--- config.mk ---
export PLATFORM = sky130hd
export DESIGN_NAME = delta_of_delta_time_range_decoder
export DESIGN_NICKNAME = d
export VERILOG_FILES = /design/src/sv/ddt_pkg.sv /design/src/sv/delta_of_delta_time_range_decoder.sv /design/src/sv/ddt_step.sv
export SDC_FILE = /design/constraint.sdc
export NUM_CORES = 1
export LEC_CHECK = 0
export BUFFER_PORTS_ARGS = -buffer_cell sky130_fd_sc_hd__buf_2
export CAP_MARGIN = 20
export CORE_MARGIN = 3
export CORE_UTILIZATION = 35
export DETAILED_ROUTE_END_ITERATION = 8
export GPL_TIMING_DRIVEN = 0
export PLACE_DENSITY_LB_ADDON = 0.25
export SETUP_SLACK_MARGIN = 0.5
export SYNTH_ARGS = -nofsm -noshare
export SYNTH_HDL_FRONTEND = slang
export SYNTH_SLANG_ARGS = --single-unit
export TNS_END_PERCENT = 1
--- constraint.sdc ---
create_clock -name clk -period 28.1 [get_ports clk]
set_clock_uncertainty 0.2 [all_clocks]
set_input_delay 5.62 -clock clk [delete_from_list [all_inputs] [get_ports clk]]
set_output_delay 5.62 -clock clk [all_outputs]
set_load 0.005 [all_outputs]
--- src/sv/ddt_pkg.sv ---
// Shared types, constants and the unzigzag function for the delta-of-delta time range decoder.
package ddt_pkg;

    localparam int WORD_W  = 64;
    localparam int CNT_OUT_W = 16;

    // Position of the next word inside a block
    localparam logic [1:0] POS_START = 2'd0;
    localparam logic [1:0] POS_DELTA = 2'd1;
    localparam logic [1:0] POS_DOD   = 2'd2;

    // Configuration register indexes
    localparam logic CFG_MIN_TIME = 1'b0;
    localparam logic CFG_MAX_TIME = 1'b1;

    typedef logic [WORD_W-1:0] word_t;

    typedef struct packed {
        logic [1:0] pos;
        logic       halted;
    } ddt_ctrl_t;

    function automatic word_t unzigzag(input word_t y);
        unzigzag = (y >> 1) ^ {WORD_W{y[0]}};
    endfunction

endpackage

--- src/sv/delta_of_delta_time_range_decoder.sv ---
// Top level of the delta-of-delta zigzag timestamp range decoder.
//
// Usage:
//   Input channel (in_valid / in_stall) carries one 64-bit code word per item,
//   with first_word marking the start of a new timestamp block. Word 0 is the
//   raw start time, word 1 a zigzag delta, later words zigzag delta-of-deltas.
//   Output channel (out_valid / out_stall) carries exactly one result per item:
//   rebuilt time_value, kept flag, saturating skip/add counts, stopped flag.
//   min_time / max_time are written through cfg_we / cfg_index / cfg_data
//   while the block is idle.
// Timing:
//   Two-stage pipe: input register, then the state update (unzigzag, two
//   chained 64-bit adds, two 64-bit compares) into the result register.
//   An accepted item is held in the input register, then its result is loaded
//   into the result register, which raises out_valid. Throughput is one item
//   per cycle while out_stall is low, set by that single state-update pass.
// Stall:
//   A stalled result holds; the input register still fills, so in_stall only
//   rises when both stages are full and out_stall is high.
// Reset:
//   Pipe empties, block state clears (acts as a block start), min_time = 0,
//   max_time = all ones.
module delta_of_delta_time_range_decoder #(
    parameter int COUNT_WIDTH = 16
) (
    input  logic                         clk,
    input  logic                         rst_n,
    input  logic                         in_valid,
    output logic                         in_stall,
    input  ddt_pkg::word_t               coded_word,
    input  logic                         first_word,
    output logic                         out_valid,
    input  logic                         out_stall,
    output ddt_pkg::word_t               time_value,
    output logic                         kept,
    output logic [ddt_pkg::CNT_OUT_W-1:0] skipped_count,
    output logic [ddt_pkg::CNT_OUT_W-1:0] added_count,
    output logic                         stopped,
    input  logic                         cfg_we,
    input  logic                         cfg_index,
    input  ddt_pkg::word_t               cfg_data
);
    import ddt_pkg::*;

    localparam int EXT_W = (COUNT_WIDTH > CNT_OUT_W) ? COUNT_WIDTH : CNT_OUT_W;

    // config
    word_t min_time_reg;
    word_t max_time_reg;

    // input stage
    logic  s1_valid_reg;
    word_t s1_word_reg;
    logic  s1_first_reg;

    // block state
    ddt_ctrl_t              ctrl_reg,  ctrl_next;
    word_t                  pval_reg,  pval_next;
    word_t                  pdel_reg,  pdel_next;
    logic [COUNT_WIDTH-1:0] skip_reg,  skip_next;
    logic [COUNT_WIDTH-1:0] add_reg,   add_next;

    // result stage
    logic                   out_valid_reg;
    word_t                  value_reg;
    logic                   keep_reg;
    logic [CNT_OUT_W-1:0]   skip_out_reg;
    logic [CNT_OUT_W-1:0]   add_out_reg;
    logic                   stop_reg;

    word_t                  value_c;
    logic                   keep_c;
    logic [EXT_W-1:0]       skip_ext;
    logic [EXT_W-1:0]       add_ext;
    logic [CNT_OUT_W-1:0]   skip_clamp;
    logic [CNT_OUT_W-1:0]   add_clamp;

    logic s2_load;
    logic s1_load;

    assign s2_load  = s1_valid_reg && (!out_valid_reg || !out_stall);
    assign in_stall = s1_valid_reg && !s2_load;
    assign s1_load  = in_valid && !in_stall;

    ddt_step #(
        .COUNT_WIDTH (COUNT_WIDTH)
    ) u_step (
        .ctrl            (ctrl_reg),
        .prev_value      (pval_reg),
        .prev_delta      (pdel_reg),
        .skip_tally      (skip_reg),
        .add_tally       (add_reg),
        .word            (s1_word_reg),
        .first           (s1_first_reg),
        .min_time        (min_time_reg),
        .max_time        (max_time_reg),
        .ctrl_next       (ctrl_next),
        .prev_value_next (pval_next),
        .prev_delta_next (pdel_next),
        .skip_tally_next (skip_next),
        .add_tally_next  (add_next),
        .value           (value_c),
        .keep            (keep_c)
    );

    // counts shown on the port clamp at 16 bits
    assign skip_ext   = EXT_W'(skip_next);
    assign add_ext    = EXT_W'(add_next);
    assign skip_clamp = (skip_ext > EXT_W'({CNT_OUT_W{1'b1}})) ? '1 : skip_ext[CNT_OUT_W-1:0];
    assign add_clamp  = (add_ext > EXT_W'({CNT_OUT_W{1'b1}})) ? '1 : add_ext[CNT_OUT_W-1:0];

    always_ff @(posedge clk or negedge rst_n)
    begin
        if (!rst_n)
        begin
            min_time_reg <= '0;
            max_time_reg <= '1;
        end
        else if (cfg_we)
        begin
            case (cfg_index)
                CFG_MIN_TIME: min_time_reg <= cfg_data;
                CFG_MAX_TIME: max_time_reg <= cfg_data;
                default:      min_time_reg <= min_time_reg;
            endcase
        end
    end

    always_ff @(posedge clk or negedge rst_n)
    begin
        if (!rst_n)
        begin
            s1_valid_reg <= 1'b0;
        end
        else if (s1_load)
        begin
            s1_valid_reg <= 1'b1;
        end
        else if (s2_load)
        begin
            s1_valid_reg <= 1'b0;
        end
    end

    always_ff @(posedge clk)
    begin
        if (s1_load)
        begin
            s1_word_reg  <= coded_word;
            s1_first_reg <= first_word;
        end
    end

    always_ff @(posedge clk or negedge rst_n)
    begin
        if (!rst_n)
        begin
            ctrl_reg      <= '0;
            pval_reg      <= '0;
            pdel_reg      <= '0;
            skip_reg      <= '0;
            add_reg       <= '0;
            out_valid_reg <= 1'b0;
        end
        else
        begin
            if (s2_load)
            begin
                ctrl_reg      <= ctrl_next;
                pval_reg      <= pval_next;
                pdel_reg      <= pdel_next;
                skip_reg      <= skip_next;
                add_reg       <= add_next;
                out_valid_reg <= 1'b1;
            end
            else if (!out_stall)
            begin
                out_valid_reg <= 1'b0;
            end
        end
    end

    always_ff @(posedge clk)
    begin
        if (s2_load)
        begin
            value_reg    <= value_c;
            keep_reg     <= keep_c;
            skip_out_reg <= skip_clamp;
            add_out_reg  <= add_clamp;
            stop_reg     <= ctrl_next.halted;
        end
    end

    assign out_valid     = out_valid_reg;
    assign time_value    = value_reg;
    assign kept          = keep_reg;
    assign skipped_count = skip_out_reg;
    assign added_count   = add_out_reg;
    assign stopped       = stop_reg;

    // a kept value never comes with the stop flag
    a_keep_not_stop: assert property (@(posedge clk) disable iff (!rst_n)
        out_valid |-> !(kept && stopped))
        else $error("kept and stopped both set");

    // a kept value lies inside the configured range
    a_keep_in_range: assert property (@(posedge clk) disable iff (!rst_n)
        (out_valid && kept) |-> (time_value >= min_time_reg && time_value <= max_time_reg))
        else $error("kept value outside range");

    // input stalls only when the input stage holds an item that cannot move
    a_stall_full: assert property (@(posedge clk) disable iff (!rst_n)
        in_stall |-> (s1_valid_reg && out_valid_reg && out_stall))
        else $error("input stalled with room in pipe");

endmodule

--- src/sv/ddt_step.sv ---
// Combinational update of the block state for one code word.
module ddt_step #(
    parameter int COUNT_WIDTH = 16
) (
    input  ddt_pkg::ddt_ctrl_t         ctrl,
    input  ddt_pkg::word_t             prev_value,
    input  ddt_pkg::word_t             prev_delta,
    input  logic [COUNT_WIDTH-1:0]     skip_tally,
    input  logic [COUNT_WIDTH-1:0]     add_tally,
    input  ddt_pkg::word_t             word,
    input  logic                       first,
    input  ddt_pkg::word_t             min_time,
    input  ddt_pkg::word_t             max_time,
    output ddt_pkg::ddt_ctrl_t         ctrl_next,
    output ddt_pkg::word_t             prev_value_next,
    output ddt_pkg::word_t             prev_delta_next,
    output logic [COUNT_WIDTH-1:0]     skip_tally_next,
    output logic [COUNT_WIDTH-1:0]     add_tally_next,
    output ddt_pkg::word_t             value,
    output logic                       keep
);
    import ddt_pkg::*;

    localparam logic [COUNT_WIDTH-1:0] TALLY_MAX = '1;

    ddt_ctrl_t                c;
    word_t                    pv;
    word_t                    pd;
    logic [COUNT_WIDTH-1:0]   st;
    logic [COUNT_WIDTH-1:0]   at;
    word_t                    dz;

    always_comb
    begin
        // first_word clears block state before the word is used
        c  = first ? '0 : ctrl;
        pv = first ? '0 : prev_value;
        pd = first ? '0 : prev_delta;
        st = first ? '0 : skip_tally;
        at = first ? '0 : add_tally;
        dz = unzigzag(word);

        ctrl_next       = c;
        prev_value_next = pv;
        prev_delta_next = pd;
        skip_tally_next = st;
        add_tally_next  = at;
        value           = '0;
        keep            = 1'b0;

        if (!c.halted)
        begin
            case (c.pos)
                POS_START:
                begin
                    value         = word;
                    ctrl_next.pos = POS_DELTA;
                end
                POS_DELTA:
                begin
                    prev_delta_next = dz;
                    value           = pv + dz;
                    ctrl_next.pos   = POS_DOD;
                end
                default:
                begin
                    prev_delta_next = pd + dz;
                    value           = pv + prev_delta_next;
                end
            endcase
            prev_value_next = value;

            if (value < min_time)
            begin
                if (st != TALLY_MAX)
                    skip_tally_next = st + 1'b1;
            end
            else if (value <= max_time)
            begin
                keep = 1'b1;
                if (at != TALLY_MAX)
                    add_tally_next = at + 1'b1;
            end
            else
            begin
                ctrl_next.halted = 1'b1;
            end
        end
    end

endmodule
-- Word level (Yosys, flattened, before mapping)
Index checks and enable logic that the tools add are counted.
- register bits after elaboration: 456
- bits of input ports: 135
- output and inout bits: 100
- word-level logic and storage cells: 71
- add/sub/neg operators: 5
- $lt $le $gt $ge: 4
- equal/unequal tests: 4
- mux-type cells: 26
- bitwise logic cells: 2
- reduce and logical (&&, ||, !) cells: 13
- operator list (kind ; number):
    64-bit two-way mux ; 5
    64-bit case mux with 2 select lines ; 2
    64-bit adder ; 3
    16-bit two-way mux ; 9
    64-bit less-or-equal comparator ; 1
    64-bit less-than comparator ; 1
    63-bit by 64-bit XOR with 64-bit output ; 1
    16-bit by 1-bit adder with 16-bit output (second input constant) ; 2
    16-bit > comparator (second input constant) ; 2
    16-bit inequality test (second input constant) ; 2
    1-bit two-way mux ; 7
    3-bit two-way mux ; 2
    1-bit logical NOT ; 4
    2-bit case mux with 2 select lines ; 1
    2-bit AND reduction ; 2
    1-bit logical AND ; 3
    2-bit by 1-bit == test with 1-bit output (second input constant) ; 1
    2-bit logical NOT ; 1
    2-bit by 1-bit inequality test with 1-bit output (second input constant) ; 1
    2-bit nonzero test ; 1
    2-bit OR reduction ; 1
    1-bit logical OR ; 1
    1-bit NOT ; 1

-- Depth between registers and ports, before layout
- word-level depth: 10
- depth in mapped cells: 51
- gate-level depth less buffers: 41

-- Hierarchy
A second synthesis with hierarchy kept.
- cell total of the unflattened synthesis: 3465
- area, all modules: 33199.3 um2
- by module, submodules not included (module ; times used ; cells an instance ; area each (um2) ; sequential area each (um2)):
    ddt_step ; 1 ; 2679 ; 16900.0 ; 0.0
    delta_of_delta_time_range_decoder ; 1 ; 786 ; 16299.4 ; 12306.8

-- Worst setup path before layout
OpenSTA, ideal clock, no wires.
- path kind: input -> output
- start: input out_stall
- end: output in_stall
- data arrival time: 5.774 ns
- required time: 22.280 ns
- slack: 16.506 ns
- cell stages on the path: 2
- path buffers: 0
- path through: nand3_1 inv_1
- cells in the longest elaborated chain, start to end: 5
- ends and longest elaborated chain (what ; line ; source):
    start: declaration ; delta_of_delta_time_range_decoder.sv:33 ; input logic out_stall,
    1-bit logical NOT ; -- ;
    1-bit logical OR ; delta_of_delta_time_range_decoder.sv:81 ; assign s2_load = s1_valid_reg && (!out_valid_reg || !out_stall);
    1-bit logical AND ; delta_of_delta_time_range_decoder.sv:81 ;
    1-bit logical NOT ; delta_of_delta_time_range_decoder.sv:82 ; assign in_stall = s1_valid_reg && !s2_load;
    1-bit logical AND ; delta_of_delta_time_range_decoder.sv:82 ;
    end: declaration ; delta_of_delta_time_range_decoder.sv:29 ; output logic in_stall,
Every way passes these cells.

-- Final worst setup path
- start: register s1_first_reg
- end: register add_out_reg[9], in the netlist added_count[9] (data pin)
- cells in the longest elaborated chain, start to end: 10
- elaborated cells on any way between the ends: 20
- those cells by class: add/sub (4); order compare (3); eq/ne (2); mux (10); reduce/logical (1)
- ends and longest elaborated chain (what ; line ; source):
    start: declaration ; delta_of_delta_time_range_decoder.sv:54 ; logic s1_first_reg;
    start signal: assignment ; delta_of_delta_time_range_decoder.sv:150 ; s1_first_reg <= first_word;
    64-bit two-way mux ; ddt_step.sv:38 ; pd = first ? '0 : prev_delta;
    64-bit adder ; ddt_step.sv:67 ; prev_delta_next = pd + dz;
    64-bit adder ; ddt_step.sv:68 ; value = pv + prev_delta_next;
    64-bit case mux with 2 select lines ; ddt_step.sv:53 ; case (c.pos)
    64-bit two-way mux ; ddt_step.sv:51 ; if (!c.halted)
    64-bit less-or-equal comparator ; ddt_step.sv:78 ; else if (value <= max_time)
    16-bit two-way mux ; ddt_step.sv:78 ;
    16-bit two-way mux ; ddt_step.sv:73 ; if (value < min_time)
    16-bit two-way mux (*) ; ddt_step.sv:51 ;
    named net add_ext[9] ; delta_of_delta_time_range_decoder.sv:74 ; logic [EXT_W-1:0] add_ext;
    16-bit > comparator ; delta_of_delta_time_range_decoder.sv:110 ; assign add_clamp = (add_ext > EXT_W'({CNT_OUT_W{1'b1}})) ? '1 : add_ext[CNT_OUT_W-1:0];
    end signal: assignment ; delta_of_delta_time_range_decoder.sv:190 ; add_out_reg <= add_clamp;
    end: declaration ; delta_of_delta_time_range_decoder.sv:68 ; logic [CNT_OUT_W-1:0] add_out_reg;
Mark *: on every way through the listed nets, which the timed path passes. The rest lies on a longest branch. The select of a mux whose other input is x is not followed.
A chain may end at the register's enable or synchronous reset.

==> flow_summary.json <==
{
  "antenna_cells": 0,
  "dp_slack_ns": 11.13,
  "antenna_found_initial": 1,
  "path_max_fanout": 10,
  "dp.cells": 5286,
  "fmax_mhz": 58.43,
  "max_stage_delay_ns": 0.84,
  "wl_per_cell_um": 22.09,
  "synth_ff_type": "dfrtp_1",
  "synth-seq-area-share_pct": 37.02,
  "synthTopCellsByArea": "dfrtp_1 (17%), edfxtp_1 (15%), ha_1 (9.2%)",
  "finalCritPeriodShare_pct": 60.91,
  "ant_nets": 0,
  "core_um2": 93750,
  "slew_headroom_pct": 20.63,
  "async_flop_share_pct": 64.25,
  "slowest_stage": "o41ai_1",
  "routed_wl_um": 119100,
  "comb_power_share_pct": 54.6,
  "rows": 112,
  "clkTransAtPathRegs_ns": 0.06,
  "syn2layout_area_growth_pct": 14.97,
  "firstDrtPassIters": 6,
  "clockPowerShare_pct": 20.4,
  "p_leak_nw": 16.73,
  "powerDensity_nw_per_um2": 101.5,
  "synth_top_area_cell": "dfrtp_1",
  "worst_pin_slew_ns": 1.190,
  "grt_max_degree": 113,
  "cts_max_level": 2,
  "outcome": "complete, no violations",
  "path_class": "reg -> reg",
  "postSynthCellCount": 3789,
  "syn_area_per_cell_um2": 8.773,
  "synth_top_area_share_pct": 17.24,
  "routed_via_density": 5.481,
  "netlist-cell-type-count": 98,
  "min_path_type": "reg -> reg",
  "startpoint_type": "register",
  "syn_area_um2": 33240,
  "slew_violations": 0,
  "ys_ff_latch": 456,
  "synth_warnings": 0,
  "die_area_um2": 98710,
  "place_area_um2": 36190,
  "pin_count": 235,
  "syn-num-nets": 4171,
  "setup_viol": 0,
  "place_congestion": 0.9672,
  "port_buffers": 234,
  "instances_no_fill": 5392,
  "p_sw_share_pct": 45.19,
  "hold_viol": 0,
  "drive_gt1_share_pct": 13.56,
  "cp-end-kind": "register",
  "grt_pass1_wl_um": 178300,
  "grtUsageTotal_pct": 23.56,
  "grt.overflow.total": 0,
  "maxCapViolations": 0,
  "clkLatencyLatePin_ns": 0.67,
  "cts-root-buf": "clkbuf_16",
  "num_vias": 29552,
  "synth_most_common_cell": "nand2_1",
  "post_cts.repair.setup_buffers": 0,
  "fin_crit_ns": 17.11,
  "peakVddDrop_mv": 0.06177,
  "start_util_pct": 35.46,
  "grt_pass1_vias": 28482,
  "fin_ws_ns": 10.99,
  "synth_edf_count": 163,
  "sequentialPowerShare_pct": 25.0,
  "drc": 0,
  "cts_sinks": 456,
  "cts-resized-gates": 0,
  "postLayoutCellArea_um2": 38220,
  "holdBufCountCts": 0,
  "drtIter0Drc": 2848,
  "clockBufferDepth": 3,
  "p_switching_mw": 1.753,
  "die_w_um": 314.2,
  "fp.dieH_um": 314.2,
  "worstPathArrival_ns": 17.35,
  "rsz0062_at_grt": "false",
  "fin_setup_tns_ns": 0,
  "cts_tree": "yes",
  "synth_common_cells": "nand2_1 (405), o21ai_0 (351), nor2_1 (250)",
  "place_hpwl_um": 92340,
  "worstPathRequired_ns": 28.34,
  "final_nets": 4472,
  "cts_buffers": 56,
  "internal-power_mw": 2.126
}
## critical path, delay by kind of cell (launching register included)
family	cells	cell delay, ns
compound gates	17	5.84
xor+xnor	3	0.96
fa+ha+maj	4	1.40
buf+inv	10	4.57
flops	1	0.43
simple gates	14	3.45
## layer usage
layer	track usage (%)	part of all wire [%]	vias up
met1	32.67	45	14270
li1	-	-	14086
met3	3.140	6.2	182
met5	0	0	-
met2	37.47	45	1014
met4	8.722	3.9	0
## layout by cell type (no fill, tap or decap), types with 70 or more instances in the layout
cell,n
clkbuf_1,191
mux2_2,79
nand4_1,70
o21ai_0,350
inv_1,235
a21oi_1,201
nand2_1,405
nor2_1,250
nor2b_1,166
edfxtp_1,163
xor2_1,111
a21o_1,125
xnor2_1,114
nand3_1,88
buf_2,253
dfrtp_1,229
ha_1,245
## path summary, 6_finish.rpt
| kind | from | to | slack, ns | cells after the start |
|---|---|---|---|---|
| min in group asynchronous | rst_n | skip_reg[3] | 4.81 | 1 |
| max in group asynchronous | rst_n | min_time_reg[52] | 21.80 | 2 |
| worst max register to register | s1_first_reg | added_count[9] | 10.99 | 48 |
| worst min-delay path | ctrl_reg[2] | ctrl_reg[2] | 0.27 | 2 |
| worst max-delay path | s1_first_reg | added_count[9] | 10.99 | 48 |
| worst min register to register | ctrl_reg[2] | ctrl_reg[2] | 0.27 | 2 |
## cells by family (layout without fill, tap and decap cells)
group                    after synthesis  after routing  synth area share (%)
adder cells (fa/ha/maj)              251            251                 9.463
AND/OR/NAND/NOR                     1210           1210                 17.80
AO/OA/AOI/OAI                       1043           1043                 20.07
multiplexers                         128            128                 4.163
flip-flops                           456            456                 37.02
buffers and inverters                475            824                 5.488
XOR/XNOR                             226            226                 5.996
## power groups by stage
stage          sequential, mW  clock [mW]  combinational, mW
4_1_cts                 0.969       0.811               2.09
6_report                0.970       0.791               2.12
5_1_grt                 0.988       0.834               2.34
2_1_floorplan           0.958           0               1.44
3_5_place_dp            0.980           0               2.07
3_3_place_gp            0.981           0               2.05
## metrics by stage
stage | utilization [%] | total power [mW] | hold slack [ns]
floorplan | - | 2.394 | 0.2382
global placement | 38.38 | 3.032 | 0.2536
detailed placement | 38.61 | 3.055 | 0.2596
CTS | 40.76 | 3.869 | 0.2754
global route | 40.76 | 4.162 | 0.2960
finish | 40.76 | 3.879 | 0.2719
## cell type report
cell class,instances,area (um2)
inverter,236,885.9
fill,9460,55530
tap,1254,1569
timing repair buffer,243,1371
sequential,456,12310
multi-input combinational,2858,19120
buffer,239,942.2
clock inverter,38,483.0
clock buffer,68,1539
Power figures use the tool's default switching activity.
